$ cat config.mk
export PLATFORM = sky130hd
export DESIGN_NAME = pulse_count_sequencer_top_flat
export DESIGN_NICKNAME = d
export VERILOG_FILES = /design/src/design/pcs_pkg.sv /design/src/design/pcs_ifs.sv /design/src/design/pulse_count_sequencer_top.sv /design/src/flat_wrapper.sv
export SDC_FILE = /design/constraint.sdc
export NUM_CORES = 1
export LEC_CHECK = 0
export BUFFER_PORTS_ARGS = -buffer_cell sky130_fd_sc_hd__buf_2
export CAP_MARGIN = 10
export CORE_UTILIZATION = 61
export CTS_CLUSTER_SIZE = 14
export DETAILED_ROUTE_END_ITERATION = 10
export PLACE_DENSITY = 0.81
export SYNTH_ARGS = -nofsm -noshare
export SYNTH_HDL_FRONTEND = slang
export SYNTH_SLANG_ARGS = --single-unit
$ cat constraint.sdc
create_clock -name i_clk -period 8.9 [get_ports i_clk]
set_input_delay 1.335 -clock i_clk [delete_from_list [all_inputs] [get_ports i_clk]]
set_output_delay 1.335 -clock i_clk [all_outputs]
set_load 0.1 [all_outputs]
$ cat src/design/pcs_pkg.sv
// shared types and constants of the pulse count sequencer
package pcs_pkg;

    localparam int REQ_TYPE_W     = 2;
    localparam int PULSE_COUNT_W  = 8;
    localparam int PHASE_LENGTH_W = 16;

    typedef logic [REQ_TYPE_W-1:0] t_req_code;

    localparam t_req_code REQ_TICK  = 2'd0;
    localparam t_req_code REQ_START = 2'd1;
    localparam t_req_code REQ_CLOSE = 2'd2;

    typedef struct packed {
        logic reset_line;
        logic data_line;
        logic active;
        logic finished;
    } t_result;

endpackage

$ cat src/design/pcs_ifs.sv
// request and result stream interfaces of the pulse count sequencer
interface pcs_req_if;
    logic                                 valid;
    logic                                 ready;
    pcs_pkg::t_req_code                   req_type;
    logic [pcs_pkg::PULSE_COUNT_W-1:0]    pulse_count;
    logic [pcs_pkg::PHASE_LENGTH_W-1:0]   phase_length;

    modport source (output valid, output req_type, output pulse_count,
                    output phase_length, input ready);
    modport sink   (input valid, input req_type, input pulse_count,
                    input phase_length, output ready);
endinterface

interface pcs_res_if;
    logic valid;
    logic ready;
    logic reset_line;
    logic data_line;
    logic active;
    logic finished;

    modport source (output valid, output reset_line, output data_line,
                    output active, output finished, input ready);
    modport sink   (input valid, input reset_line, input data_line,
                    input active, input finished, output ready);
endinterface

$ cat src/design/pulse_count_sequencer_top.sv
// pulse count sequencer: drives a sound chip reset and data line from tick/start/close requests
// a result is valid in the cycle after its request transfer when the result queue is empty
// throughput: one request per cycle while ready is high; every request yields exactly one result
// a two-entry result queue keeps input ready high while one result waits downstream
// ready is low whenever both result slots are full, even in a cycle where the head is taken
// reset (i_rst_n low, synchronous) clears the sequence state and empties the result queue
module pulse_count_sequencer_top (
    input  logic        i_clk,
    input  logic        i_rst_n,
    pcs_req_if.sink     i_req,
    pcs_res_if.source   o_res
);

    // sequence state, all cleared by reset and by a close request
    typedef struct packed {
        logic                                running;
        logic                                reset_phase_done;
        logic                                data_phase;
        logic                                pulse_high;
        logic [pcs_pkg::PHASE_LENGTH_W-1:0]  tick_counter;
        logic [pcs_pkg::PULSE_COUNT_W-1:0]   pulses_left;
        logic [pcs_pkg::PHASE_LENGTH_W-1:0]  phase_limit;
        logic                                reset_level;
        logic                                data_level;
    } t_state;

    t_state           r_st;
    t_state           n_st;
    logic             n_done;
    pcs_pkg::t_result w_res;

    // result queue: slot 0 is the head shown on the output
    pcs_pkg::t_result r_buf0;
    pcs_pkg::t_result r_buf1;
    pcs_pkg::t_result n_buf0;
    pcs_pkg::t_result n_buf1;
    logic [1:0]       r_cnt;
    logic [1:0]       n_cnt;

    logic w_push;
    logic w_pop;

    assign i_req.ready = (r_cnt != 2'd2);
    assign w_push      = i_req.valid && i_req.ready;
    assign w_pop       = o_res.valid && o_res.ready;

    // one step of the sequence for the request at the input
    always_comb begin
        n_st   = r_st;
        n_done = 1'b0;
        case (i_req.req_type)
            pcs_pkg::REQ_TICK: begin
                if (r_st.running) begin
                    n_st.tick_counter = r_st.tick_counter + 1'b1;

                    // reset pulse phase
                    if (!n_st.reset_phase_done) begin
                        n_st.reset_level = 1'b1;
                        if (n_st.tick_counter > n_st.phase_limit) begin
                            n_st.reset_level      = 1'b0;
                            n_st.reset_phase_done = 1'b1;
                            n_st.tick_counter     = '0;
                        end
                    end

                    // low gap after reset, then the first data pulse starts
                    if (n_st.reset_phase_done && !n_st.data_phase
                        && (n_st.tick_counter > n_st.phase_limit)) begin
                        n_st.tick_counter = '0;
                        n_st.pulse_high   = 1'b1;
                        n_st.data_phase   = 1'b1;
                    end

                    // data pulses: high phase then low phase, repeated
                    if (n_st.data_phase) begin
                        if (n_st.pulse_high) begin
                            n_st.data_level = 1'b1;
                            if (n_st.tick_counter > n_st.phase_limit) begin
                                n_st.pulse_high   = 1'b0;
                                n_st.tick_counter = '0;
                            end
                        end else begin
                            n_st.data_level = 1'b0;
                            if (n_st.tick_counter > n_st.phase_limit) begin
                                n_st.tick_counter = '0;
                                if (n_st.pulses_left != '0) begin
                                    n_st.pulses_left = n_st.pulses_left - 1'b1;
                                    n_st.pulse_high  = 1'b1;
                                end else begin
                                    // last low phase over: sequence complete
                                    n_st   = '0;
                                    n_done = 1'b1;
                                end
                            end
                        end
                    end
                end
            end
            pcs_pkg::REQ_START: begin
                // a start while running only reloads count and length
                n_st.pulses_left = i_req.pulse_count;
                n_st.phase_limit = i_req.phase_length;
                n_st.running     = 1'b1;
            end
            pcs_pkg::REQ_CLOSE: begin
                n_st = '0;
            end
            default: begin
                // unused request code leaves the state alone
            end
        endcase
    end

    assign w_res.reset_line = n_st.reset_level;
    assign w_res.data_line  = n_st.data_level;
    assign w_res.active     = n_st.running;
    assign w_res.finished   = n_done;

    always_ff @(posedge i_clk) begin
        if (!i_rst_n) begin
            r_st <= '0;
        end else if (w_push) begin
            r_st <= n_st;
        end
    end

    // queue update, order of results kept
    always_comb begin
        n_buf0 = r_buf0;
        n_buf1 = r_buf1;
        n_cnt  = r_cnt;
        case ({w_push, w_pop})
            2'b10: begin
                if (r_cnt == 2'd0) begin
                    n_buf0 = w_res;
                end else begin
                    n_buf1 = w_res;
                end
                n_cnt = r_cnt + 2'd1;
            end
            2'b01: begin
                n_buf0 = r_buf1;
                n_cnt  = r_cnt - 2'd1;
            end
            2'b11: begin
                if (r_cnt == 2'd2) begin
                    n_buf0 = r_buf1;
                    n_buf1 = w_res;
                end else begin
                    n_buf0 = w_res;
                end
            end
            default: begin
                // no transfer on either side
            end
        endcase
    end

    always_ff @(posedge i_clk) begin
        if (!i_rst_n) begin
            r_cnt <= 2'd0;
        end else begin
            r_cnt <= n_cnt;
        end
    end

    // payload slots need no reset
    always_ff @(posedge i_clk) begin
        r_buf0 <= n_buf0;
        r_buf1 <= n_buf1;
    end

    assign o_res.valid      = (r_cnt != 2'd0);
    assign o_res.reset_line = r_buf0.reset_line;
    assign o_res.data_line  = r_buf0.data_line;
    assign o_res.active     = r_buf0.active;
    assign o_res.finished   = r_buf0.finished;

endmodule

$ cat src/flat_wrapper.sv
// flat-port wrapper written by rule: the top's interface ports become plain ports
module pulse_count_sequencer_top_flat 
  (i_clk, i_rst_n, i_req_valid, i_req_req_type, i_req_pulse_count, i_req_phase_length, i_req_ready, o_res_valid, o_res_reset_line, o_res_data_line, o_res_active, o_res_finished, o_res_ready);
  pcs_req_if i_req_i ();
  pcs_res_if o_res_i ();
  input  logic i_clk;
  input  logic i_rst_n;
  input wire logic [$bits(i_req_i.valid)-1:0] i_req_valid;
  input wire logic [$bits(i_req_i.req_type)-1:0] i_req_req_type;
  input wire logic [$bits(i_req_i.pulse_count)-1:0] i_req_pulse_count;
  input wire logic [$bits(i_req_i.phase_length)-1:0] i_req_phase_length;
  output wire logic [$bits(i_req_i.ready)-1:0] i_req_ready;
  output wire logic [$bits(o_res_i.valid)-1:0] o_res_valid;
  output wire logic [$bits(o_res_i.reset_line)-1:0] o_res_reset_line;
  output wire logic [$bits(o_res_i.data_line)-1:0] o_res_data_line;
  output wire logic [$bits(o_res_i.active)-1:0] o_res_active;
  output wire logic [$bits(o_res_i.finished)-1:0] o_res_finished;
  input wire logic [$bits(o_res_i.ready)-1:0] o_res_ready;
  assign i_req_i.valid = i_req_valid;
  assign i_req_i.req_type = i_req_req_type;
  assign i_req_i.pulse_count = i_req_pulse_count;
  assign i_req_i.phase_length = i_req_phase_length;
  assign i_req_ready = i_req_i.ready;
  assign o_res_valid = o_res_i.valid;
  assign o_res_reset_line = o_res_i.reset_line;
  assign o_res_data_line = o_res_i.data_line;
  assign o_res_active = o_res_i.active;
  assign o_res_finished = o_res_i.finished;
  assign o_res_i.ready = o_res_ready;
  pulse_count_sequencer_top u_core (.i_clk(i_clk), .i_rst_n(i_rst_n), .i_req(i_req_i), .o_res(o_res_i));
endmodule
==> summary.txt, run 1 <==
Clock tree
  – Number of buffers created by CTS: 5
  – Root buffer cell: clkbuf_8
  – Worst-skew pair later-pin latency: 0.31 ns
  – CTS tree: done
  – Clock Path Buffers: 2
  – Post-cts sizing count: 0
  – Clk sinks: 56
  – # hold bufs at CTS: 0
  – CTS H-tree lvls: 2
  – Clk pin slew, worst setup/hold paths: 0.11 ns
  – # Post-CTS Setup Buffers: 0

Global route
  – Number of global-route vias before repair: 3968
  – Gr ovfl total: 0
  – Total GRT Usage: 30.0%
  – Initial antenna violation count: 0
  – Largest net degree at the start of global routing: 43
  – First-pass GRT wire length: 18000 microns

Pwr
  – Pwr dens: 158 mW/mm^2
  – Clock Power Share: 19.5%
  – Reg power frac: 39.7%
  – Proportion of power drawn by combinational gates: 40.8%
  – Leakage: 2.06 nW
  – Switching pwr: 0.000328 W
  – Power Internal: 0.000413 W
  – Sw frac: 44.2%
  – Maximum vdd ir drop: 0.208 mV

Worst setup path
  – Most frequent CP cell: ha_1
  – Worst Setup End Kind: register
  – Worst setup SP type: register
  – Crit Path Max Fanout: 15
  – Crit path max-delay cell type: or4_1
  – CP peak stage delay: 0.50 ns
  – Crit path required time: 9.14 ns
  – Data arrival, critical path: 8.42 ns
  – Critical path class: reg -> reg

Route
  – First-pass DRT Iterations: 5
  – Final ANT Viol Nets: 0
  – Drt initial violations: 311
  – DRC: 0
  – Routed WL per cell: 15.9 microns
  – Via count: 4231
  – Routed vias/inst: 6.28
  – Routed wire length: 10700 microns

Floorplanning
  – IO Count: 36
  – Cell row count: 30
  – Die area: 0.00750 sq mm
  – Initial Util: 63.6%
  – Vert. Die Dim: 86.6 microns
  – Die width: 86.6 microns
  – Core Area: 0.00687 sq mm

Placement
  – Number of I/O port buffers: 35
  – Dpl hpwl: 8130 microns
  – Placed instance area: 0.00458 sq mm
  – Placer Congestion: 0.927

Timing
  – Hold Violations, Final: 0
  – Count of final max-slew check failures: 0
  – Minimum clock period: 8.17 ns
  – Slew Limit Headroom: 39.4%
  – Crit share post-route: 91.9%
  – Layout Skew: 0.00442 ns
  – Measured slew at the worst slew-check pin: 0.908 ns
  – Fmax achieved: 122 MHz
  – RSZ-0062 raised after global routing: false
  – Setup tns final: 0 ns
  – Final setup violation count: 0

Cells and area
  – Final nets: 665
  – Layout cells sized above 1: 11.4%
  – Post-route cell area: 0.00469 sq mm
  – Multi-input logic area: 0.00291 sq mm
  – # fillers: 602
  – Diodes inserted: 0
  – Core Util, Final: 68.2%
  – Area Growth Syn to Fin: 7.27%
  – Storage element area: 0.00120 sq mm

Worst hold path
  – HP Class: reg -> reg

Logic synthesis
  – Post-Syn Area: 0.00437 sq mm
  – Syn Area/Cell: 7.89 sq um
  – Synth warn: 0
  – Flops & latches, synth: 56
  – Gate Count Post-Synth: 554
  – Async SR Flop Fraction: 0%
  – Post-synth EDFFs: 8
  – Syn nets: 642
  – Unique masters post-synth: 64
  – Register area share after synthesis: 27.5%
  – Primary FF master, synth: dfxtp_1

Outcome
  – Status: finished clean

Job
  – Max cap viols: 0
[critical path: cells and delay by family, from the launching register on]
| kind | cells | cell delay [ns] |
|---|---|---|
| flops | 1 | 0.45 |
| simple gates | 13 | 3.04 |
| fa+ha+maj | 4 | 1.16 |
| compound gates | 9 | 2.61 |
| buf+inv | 3 | 0.48 |
| xor+xnor | 1 | 0.33 |
[cells in the final DEF (no fill, tap or decap), types with 5 or more instances in the layout]
master	n
nor2_1	65
ha_1	58
a21oi_1	50
nand2_1	49
dfxtp_1	48
inv_1	43
buf_2	35
nand4_1	27
o21ai_0	25
nand3_1	16
a2bb2oi_1	11
nor3_1	9
xor2_1	9
nor2b_1	8
o21bai_1	8
edfxtp_1	8
a32oi_1	7
nand2b_1	6
and2_1	6
a211oi_1	5
o22ai_1	5
clkbuf_8	5
[cells in the mapped netlist, types with 5 or more instances]
master | n | area, sq um
clkbuf_1 | 19 | 71.3
nor3_1 | 9 | 45.0
a32oi_1 | 7 | 61.3
ha_1 | 58 | 726
a2bb2oi_1 | 11 | 96.3
and2_1 | 6 | 37.5
nand2b_1 | 6 | 37.5
dfxtp_1 | 48 | 961
nand2_1 | 49 | 184
nand4_1 | 27 | 169
xor2_1 | 9 | 78.8
inv_1 | 43 | 161
o21ai_0 | 25 | 125
o21bai_1 | 8 | 60.1
edfxtp_1 | 8 | 240
a211oi_1 | 5 | 37.5
o22ai_1 | 5 | 31.3
nand3_1 | 16 | 80.1
a21oi_1 | 50 | 250
nor2_1 | 65 | 244
nor2b_1 | 8 | 50.1
[sequential cells by signal (all words and copies together) (netlist names)]
signal	count
u_core.r_st	46
u_core.o_res.finished	1
u_core.o_res.data_line	1
u_core.r_cnt	2
u_core.o_res.reset_line	1
u_core.o_res.active	1
u_core.r_buf1	4
[power by group through the flow]
stage	Sequential [W]	Combinational [W]	Clock (W)
6_report	0.000294	0.000302	0.000144
5_1_grt	0.000296	0.000326	0.000154
4_1_cts	0.000294	0.000295	0.000144
3_5_place_dp	0.000300	0.000294	0
3_3_place_gp	0.000299	0.000286	0
2_1_floorplan	0.000353	0.000186	0
[cell type report]
type                       count  share of cell area, %
clock inverter                 3                  0.400
multi-input combinational    431                   62.0
sequential                    56                   25.6
inverter                      44                   3.52
tap                           96                   2.56
timing repair buffer          39                   4.38
clock buffer                   5                   1.47
[cells by family after synthesis]
kind of cell	count (synthesis)	share of synthesized area, %
and+or+nand+nor	213	24.5
muxes	1	0.229
xor gates and xnor gates	12	2.41
DFF	56	27.5
buffers and inverters	67	5.96
adders and majority gates	58	16.6
AOI/OAI and AO/OA	147	22.8
[through the flow]
| step | std cells | setup slack, ns | hold WS (ns) | total power, W |
|---|---|---|---|---|
| after floorplan | 554 | 1.56 | 0.436 | 0.000539 |
| after global placement | 663 | 0.758 | 0.448 | 0.000585 |
| after detailed placement | 663 | 0.490 | 0.457 | 0.000593 |
| after CTS | 671 | 0.454 | 0.471 | 0.000733 |
| after global routing | 674 | 0.0984 | 0.498 | 0.000776 |
| final | 674 | 0.725 | 0.470 | 0.000741 |
[routing by layer]
metal | share of wire, % | up-vias | track usage [%]
met5 | 0 | - | 0
met4 | 2.1 | 0 | 10.8
met3 | 4.5 | 19 | 3.81
met2 | 47 | 140 | 50.4
met1 | 46 | 2019 | 39.7
li1 | - | 2053 | -
[worst paths after layout]
kind | start | to | slack, ns | cells past startpoint
max | u_core.r_st[26]$_SDFFE_PN0P_ | u_core.r_st[25]$_SDFFE_PN0P_ | 0.73 | 30
min | u_core.r_st[25]$_SDFFE_PN0P_ | u_core.r_st[25]$_SDFFE_PN0P_ | 0.47 | 2
max reg2reg | u_core.r_st[26]$_SDFFE_PN0P_ | u_core.r_st[25]$_SDFFE_PN0P_ | 0.73 | 30
min reg2reg | u_core.r_st[25]$_SDFFE_PN0P_ | u_core.r_st[25]$_SDFFE_PN0P_ | 0.47 | 2
Power figures use the tool's default switching activity.
==> run 2: changes to the inputs <==
CELL_PAD_IN_SITES_DETAIL_PLACEMENT = 0   (was default)
CELL_PAD_IN_SITES_GLOBAL_PLACEMENT = 1   (was default)
CORE_UTILIZATION = 45   (was 61)
PLACE_DENSITY = default   (was 0.81)
PLACE_DENSITY_LB_ADDON = 0.1   (was default)
==> summary.txt, run 2 (synthesized netlist as in run 1, its figures left out) <==
Outcome
  – Status: finished clean (unchanged)

Global route
  – Gr ovfl total: 0 (unchanged)
  – Number of global-route vias before repair: 3931 (was 3968)
  – Total GRT Usage: 23.9% (was 30.0%)
  – Initial antenna violation count: 0 (unchanged)
  – Largest net degree at the start of global routing: 43 (unchanged)
  – First-pass GRT wire length: 19100 microns (was 18000 microns)

Timing
  – Fmax achieved: 122 MHz (about the same)
  – Slew Limit Headroom: 34.5% (was 39.4%)
  – Hold Violations, Final: 0 (unchanged)
  – Crit share post-route: 92.0% (was 91.9%)
  – Measured slew at the worst slew-check pin: 0.983 ns (was 0.908 ns)
  – Count of final max-slew check failures: 0 (unchanged)
  – RSZ-0062 raised after global routing: false (unchanged)
  – Setup tns final: 0 ns (unchanged)
  – Minimum clock period: 8.19 ns (was 8.17 ns)
  – Layout Skew: 0.0121 ns (was 0.00442 ns)
  – Final setup violation count: 0 (unchanged)

Cells and area
  – Diodes inserted: 0 (unchanged)
  – Max reg flops: 46 (unchanged)
  – Largest regs: u_core.r_st (46), u_core.r_buf1 (4), u_core.r_cnt (2) (unchanged)
  – Area Growth Syn to Fin: 8.28% (was 7.27%)
  – Commonest non-fill, non-tap cells in the layout: nor2_1, ha_1, a21oi_1, nand2_1, dfxtp_1 (was nor2_1, ha_1, a21oi_1)
  – # fillers: 961 (was 602)
  – Largest register by flop count: u_core.r_st (unchanged)
  – Commonest non-fill, non-tap cell in the layout: nor2_1 (unchanged)
  – Post-route cell area: 0.00473 sq mm (was 0.00469 sq mm)
  – Final nets: 665 (unchanged)
  – Layout cells sized above 1: 11.4% (unchanged)

Worst hold path
  – HP Class: reg -> reg (unchanged)
  – Hold Crit Start: u_core.r_st[25]$_SDFFE_PN0P_ (unchanged)
  – Hold EP: u_core.r_st[25]$_SDFFE_PN0P_ (unchanged)
  – Hold Path Depth: 2 (unchanged)

Floorplanning
  – Die width: 101 microns (was 86.6 microns)
  – Core Area: 0.00933 sq mm (was 0.00687 sq mm)
  – IO Count: 36 (unchanged)
  – Die area: 0.0101 sq mm (was 0.00750 sq mm)
  – Initial Util: 46.8% (was 63.6%)
  – Vert. Die Dim: 101 microns (was 86.6 microns)
  – Cell row count: 35 (was 30)

Worst setup path
  – FF-to-FF setup slack: 0.71 ns (was 0.73 ns)
  – Crit Path Max Fanout: 15 (unchanged)
  – Worst Setup End Kind: register (unchanged)
  – Crit path required time: 9.15 ns (was 9.14 ns)
  – CP peak stage delay: 0.53 ns (was 0.50 ns)
  – Worst r2r src: u_core.r_st[26]$_SDFFE_PN0P_ (unchanged)
  – Most frequent CP cell: ha_1 (unchanged)
  – Crit path max-delay cell type: a31oi_1 (was or4_1)
  – Data arrival, critical path: 8.44 ns (was 8.42 ns)
  – RR Endpoint: u_core.r_st[22]$_SDFFE_PN0P_ (was u_core.r_st[25]$_SDFFE_PN0P_)
  – R2R depth: 29 (was 30)
  – Worst setup SP type: register (unchanged)
  – Critical path class: reg -> reg (unchanged)

Clock tree
  – # Post-CTS Setup Buffers: 0 (unchanged)
  – Clock Path Buffers: 2 (unchanged)
  – CTS tree: done (unchanged)
  – Number of buffers created by CTS: 5 (unchanged)
  – Root buffer cell: clkbuf_8 (unchanged)
  – CTS H-tree lvls: 2 (unchanged)
  – Clk sinks: 56 (unchanged)
  – Worst-skew pair later-pin latency: 0.32 ns (was 0.31 ns)
  – Clk pin slew, worst setup/hold paths: 0.11 ns (about the same)

Route
  – First-pass DRT Iterations: 5 (unchanged)
  – Final ANT Viol Nets: 0 (unchanged)
  – Via count: 4025 (was 4231)
  – Routed WL per cell: 16.0 microns (was 15.9 microns)
  – Routed vias/inst: 5.69 (was 6.28)
  – Routed wire length: 11300 microns (was 10700 microns)
  – DRC: 0 (unchanged)
  – Drt initial violations: 196 (was 311)

Pwr
  – Pwr dens: 157 mW/mm^2 (was 158 mW/mm^2)
  – Maximum vdd ir drop: 0.219 mV (was 0.208 mV)
  – Leakage: 2.06 nW (about the same)

Placement
  – Placed instance area: 0.00464 sq mm (was 0.00458 sq mm)
  – Dpl hpwl: 8700 microns (was 8130 microns)
  – Number of I/O port buffers: 35 (unchanged)
  – Placer Congestion: 0.858 (was 0.927)

Job
  – Max cap viols: 0 (unchanged)
[run 2: cell types whose count changed in the layout (fill, tap and decap cells not counted)]
| cell | delta |
|---|---|
| a21oi_2 | +1 |
| inv_6 | +1 |
| clkinv_1 | +1 |
| clkinv_2 | -1 |
| a21oi_1 | -1 |
| clkinv_4 | -1 |
[run 2: metal layers]
| layer | up-vias | part of all wire (%) | global-route usage (%) |
|---|---|---|---|
| met4 | 0 | 1.9 | 6.91 |
| met1 | 1887 | 48 | 31.8 |
| met5 | - | 0 | 0 |
| met3 | 15 | 3.4 | 2.70 |
| met2 | 74 | 47 | 40.7 |
| li1 | 2049 | - | - |
[run 2: where the power goes]
group / total [W] / switching [W] / internal, W
clock network: 0.000149 / 0.0000936 / 0.0000555
logic: 0.000301 / 0.000227 / 0.0000743
registers: 0.000294 / 0.0000110 / 0.000283
[run 2: through the flow]
| step | instances | setup WS, ns | hold slack [ns] | total power (W) | util (%) |
|---|---|---|---|---|---|
| after floorplan | 554 | 1.56 | 0.436 | 0.000539 | - |
| after global placement | 699 | 0.870 | 0.451 | 0.000595 | 49.8 |
| after detailed placement | 699 | 0.658 | 0.451 | 0.000600 | 49.8 |
| after CTS | 707 | 0.633 | 0.470 | 0.000749 | 50.7 |
| after global routing | 707 | 0.173 | 0.503 | 0.000786 | 50.7 |
| final | 707 | 0.709 | 0.469 | 0.000744 | 50.7 |
[run 2: worst max path at each step]
stage	to	slack [ns]	cells past startpoint	from
final	u_core.r_st[22]$_SDFFE_PN0P_	0.71	29	u_core.r_st[26]$_SDFFE_PN0P_
after global routing	u_core.r_st[25]$_SDFFE_PN0P_	0.17	28	u_core.r_st[26]$_SDFFE_PN0P_
after CTS	u_core.r_st[22]$_SDFFE_PN0P_	0.63	29	u_core.r_st[26]$_SDFFE_PN0P_
after detailed placement	u_core.r_st[21]$_SDFFE_PN0P_	0.66	29	u_core.r_st[26]$_SDFFE_PN0P_
after global placement	u_core.r_st[22]$_SDFFE_PN0P_	0.87	29	u_core.r_st[26]$_SDFFE_PN0P_
after floorplan	u_core.r_st[23]$_SDFFE_PN0P_	1.56	31	u_core.r_st[26]$_SDFFE_PN0P_
[run 2: worst max-delay path: cells and delay by family (launching register included)]
kind	cells	cell delay, ns
fa+ha+maj	4	1.14
simple gates	12	2.90
flops	1	0.46
compound gates	10	2.92
buf+inv	2	0.35
xor+xnor	1	0.34
[run 2: cell type report]
cell class	instances	area, sq um	area share [%]
multi-input cells	431	2910	61.5
flip-flops and latches	56	1200	25.4
repair buffers	39	205	4.34
inverters	44	165	3.49
well taps	129	161	3.41
clock buffers	5	68.8	1.45
clock inverters	3	17.5	0.370
[run 2: what timing repair did]
item	in CTS	in global routing
gates resized for setup	0	1
hold buffers	0	0
endpoints found under the setup margin	0	6
==> run 3: changes to the inputs <==
ABC_AREA = 1   (was default)
CORE_MARGIN = 8   (was default)
CORE_UTILIZATION = 44   (was 45)
PLACE_DENSITY_LB_ADDON = 0.12   (was 0.1)
==> summary.txt, run 3 <==
Outcome
  – Status: finished clean (unchanged)

Timing
  – Fmax achieved: 152 MHz (was 122 MHz)
  – Hold Violations, Final: 0 (unchanged)
  – Final setup violation count: 0 (unchanged)
  – Measured slew at the worst slew-check pin: 1.00 ns (was 0.983 ns)
  – Slew Limit Headroom: 33.2% (was 34.5%)
  – Setup tns final: 0 ns (unchanged)
  – RSZ-0062 raised after global routing: false (unchanged)
  – Count of final max-slew check failures: 0 (unchanged)
  – Layout Skew: 0.0142 ns (was 0.0121 ns)
  – Crit share post-route: 74.0% (was 92.0%)
  – Hold WS: 0.470 ns (was 0.469 ns)
  – Minimum clock period: 6.59 ns (was 8.19 ns)

Cells and area
  – # fillers: 1011 (was 961)
  – Commonest non-fill, non-tap cell in the layout: nand2_1 (was nor2_1)
  – Largest register by flop count: u_core.r_st (unchanged)
  – Multi-input logic area: 0.00278 sq mm (was 0.00291 sq mm)
  – Area Growth Syn to Fin: 8.14% (was 8.28%)
  – Core Util, Final: 49.0% (was 50.7%)
  – Final Non-Filler Cells: 799 (was 707)
  – Commonest non-fill, non-tap cells in the layout: nand2_1, inv_1, a21oi_1 (was nor2_1, ha_1, a21oi_1, nand2_1, dfxtp_1)
  – Storage element area: 0.00120 sq mm (unchanged)
  – Final nets: 753 (was 665)
  – Diodes inserted: 0 (unchanged)
  – Layout cells sized above 1: 11.9% (was 11.4%)
  – Largest regs: u_core.r_st (46), u_core.r_buf1 (4), u_core.r_cnt (2) (unchanged)
  – Max reg flops: 46 (unchanged)

Worst hold path
  – HP Class: reg -> reg (unchanged)

Worst setup path
  – Data arrival, critical path: 6.75 ns (was 8.44 ns)
  – Critical path class: reg -> reg (unchanged)
  – Worst Setup End Kind: register (unchanged)
  – Crit path max-delay cell type: nand2_1 (was a31oi_1)
  – Bufs and invs on worst path: 3 (was 2)
  – Crit path required time: 9.06 ns (was 9.15 ns)
  – Most frequent CP cell: nand2_1 (was ha_1)
  – CP peak stage delay: 0.59 ns (was 0.53 ns)
  – CP top delay family: simple AND/OR/NAND/NOR gates (was compound AO/OA/AOI/OAI gates)
  – Worst setup SP type: register (unchanged)
  – Crit Path Max Fanout: 31 (was 15)

Global route
  – First-pass GRT wire length: 18500 microns (was 19100 microns)
  – Total GRT Usage: 17.0% (was 23.9%)
  – Initial antenna violation count: 0 (unchanged)
  – Number of global-route vias before repair: 3951 (was 3931)
  – Gr ovfl total: 0 (unchanged)
  – Largest net degree at the start of global routing: 46 (was 43)

Logic synthesis
  – Most frequent cell after synthesis: nand2_1 (was nor2_1)
  – Synth cell count leaders: nand2_1, inv_1, a21oi_1, ha_1, dfxtp_1 (was nor2_1, ha_1, a21oi_1, nand2_1, dfxtp_1)
  – Syn Area/Cell: 6.95 sq um (was 7.89 sq um)
  – Async SR Flop Fraction: 0% (unchanged)
  – Synth Area in XOR/XNOR: 3.90% (was 2.41%)
  – Adder-cell share of the synthesized area: 16.4% (was 16.6%)
  – Post-synthesis mux area share: 0% (was 0.229%)
  – Unique masters post-synth: 39 (was 64)
  – Flops & latches, synth: 56 (unchanged)
  – Post-Synth Simple-Gate Area: 28.1% (was 24.5%)
  – Largest family of logic cells by synthesized area: simple AND/OR/NAND/NOR gates (unchanged)
  – Post-synth top area cell: dfxtp_1 (unchanged)
  – Syn nets: 725 (was 642)
  – Register area share after synthesis: 27.1% (was 27.5%)
  – Post-Syn Area: 0.00443 sq mm (was 0.00437 sq mm)
  – Primary FF master, synth: dfxtp_1 (unchanged)
  – Share of the synthesized area in the top cell type: 21.7% (was 22.0%)
  – Synth area leaders: dfxtp_1, ha_1, nand2_1 (was dfxtp_1, ha_1, a21oi_1)
  – Compound-Gate Fraction of Synth Area: 14.4% (was 22.8%)
  – Synth warn: 0 (unchanged)
  – Post-synth EDFFs: 8 (unchanged)
  – Gate Count Post-Synth: 637 (was 554)

Clock tree
  – Clock Path Buffers: 2 (unchanged)
  – Post-cts sizing count: 0 (unchanged)
  – # hold bufs at CTS: 0 (unchanged)
  – Number of buffers created by CTS: 5 (unchanged)
  – Worst-skew pair later-pin latency: 0.32 ns (about the same)
  – Root buffer cell: clkbuf_8 (unchanged)
  – CTS H-tree lvls: 2 (unchanged)
  – # Post-CTS Setup Buffers: 0 (unchanged)
  – Clk pin slew, worst setup/hold paths: 0.11 ns (about the same)
  – Clk sinks: 56 (unchanged)
  – CTS tree: done (unchanged)

Placement
  – Dpl hpwl: 8380 microns (was 8700 microns)
  – Number of I/O port buffers: 35 (unchanged)
  – DP Cell Count: 791 (was 699)
  – Placer Congestion: 0.919 (was 0.858)

Route
  – Top routing layer in use: met4 (unchanged)
  – Routed WL per cell: 13.6 microns (was 16.0 microns)
  – Routed vias/inst: 5.03 (was 5.69)
  – Final ANT Viol Nets: 0 (unchanged)
  – Routed wire length: 10900 microns (was 11300 microns)
  – Drt initial violations: 235 (was 196)
  – DRC: 0 (unchanged)
  – WL met2: 4910 microns (was 5270 microns)
  – Met3 wire length: 389 microns (was 386 microns)
  – Met1 WL: 5370 microns (was 5420 microns)
  – Via count: 4018 (was 4025)
  – First-pass DRT Iterations: 5 (unchanged)

Pwr
  – Maximum vdd ir drop: 0.113 mV (was 0.219 mV)
  – Leakage: 2.47 nW (was 2.06 nW)
  – Pwr dens: 163 mW/mm^2 (was 157 mW/mm^2)

Floorplanning
  – Vert. Die Dim: 116 microns (was 101 microns)
  – Cell row count: 36 (was 35)
  – Die width: 116 microns (was 101 microns)
  – Core Area: 0.00977 sq mm (was 0.00933 sq mm)
  – IO Count: 36 (unchanged)
  – Initial Util: 45.3% (was 46.8%)
  – Die area: 0.0135 sq mm (was 0.0101 sq mm)

Job
  – Max cap viols: 0 (unchanged)
[run 3: layout make-up]
class	instances	area share [%]
timing repair buffer	35	3.66
clock inverter	2	0.340
sequential	56	25.1
multi-input combinational	466	58.0
clock buffer	6	1.52
tap	133	3.47
inverter	101	7.92
[run 3: routing by layer]
layer	vias to the layer above	track usage, %
met5	-	0
met4	0	5.79
met3	14	2.64
met2	62	28.3
met1	1816	21.8
li1	2126	-
[run 3: logic make-up after synthesis]
group | count (synthesis)
buffers and inverters | 115
adders and majority gates | 58
and+or+nand+nor | 278
AOI/OAI and AO/OA | 112
xor gates and xnor gates | 18
DFF | 56
[run 3: worst paths after layout]
kind,start,to,slack (ns),cells after the start
setup reg to reg,u_core.r_st[26]$_SDFFE_PN0P_,u_core.r_st[13]$_SDFFE_PN0P_,2.31,36
hold / removal,u_core.r_st[42]$_SDFFE_PN0P_,u_core.r_st[42]$_SDFFE_PN0P_,0.47,2
hold reg to reg,u_core.r_st[42]$_SDFFE_PN0P_,u_core.r_st[42]$_SDFFE_PN0P_,0.47,2
setup / recovery,u_core.r_st[26]$_SDFFE_PN0P_,u_core.r_st[13]$_SDFFE_PN0P_,2.31,36
[run 3: metrics by stage]
stage / setup WS [ns] / total power (W) / area, sq um
after floorplan: 3.53 / 0.000569 / 4430
after global placement: 2.49 / 0.000631 / 4700
after detailed placement: 2.34 / 0.000636 / 4700
after CTS: 2.32 / 0.000787 / 4790
after global routing: 1.47 / 0.000839 / 4790
final: 2.31 / 0.000780 / 4790
[run 3: power breakdown]
group / total, W / internal [W] / switching (W)
Combinational: 0.000328 / 0.0000871 / 0.000241
Clock: 0.000150 / 0.0000565 / 0.0000938
Sequential: 0.000302 / 0.000287 / 0.0000145
Total: 0.000780 / 0.000431 / 0.000349
[run 3: worst reg2reg max path, delay by kind of cell, from the launching register on]
kind / cells / cell delay (ns)
DFF: 1 / 0.43
AOI/OAI and AO/OA: 8 / 1.47
adders and majority gates: 4 / 1.11
xor gates and xnor gates: 1 / 0.15
buffers and inverters: 3 / 0.39
and+or+nand+nor: 20 / 2.90
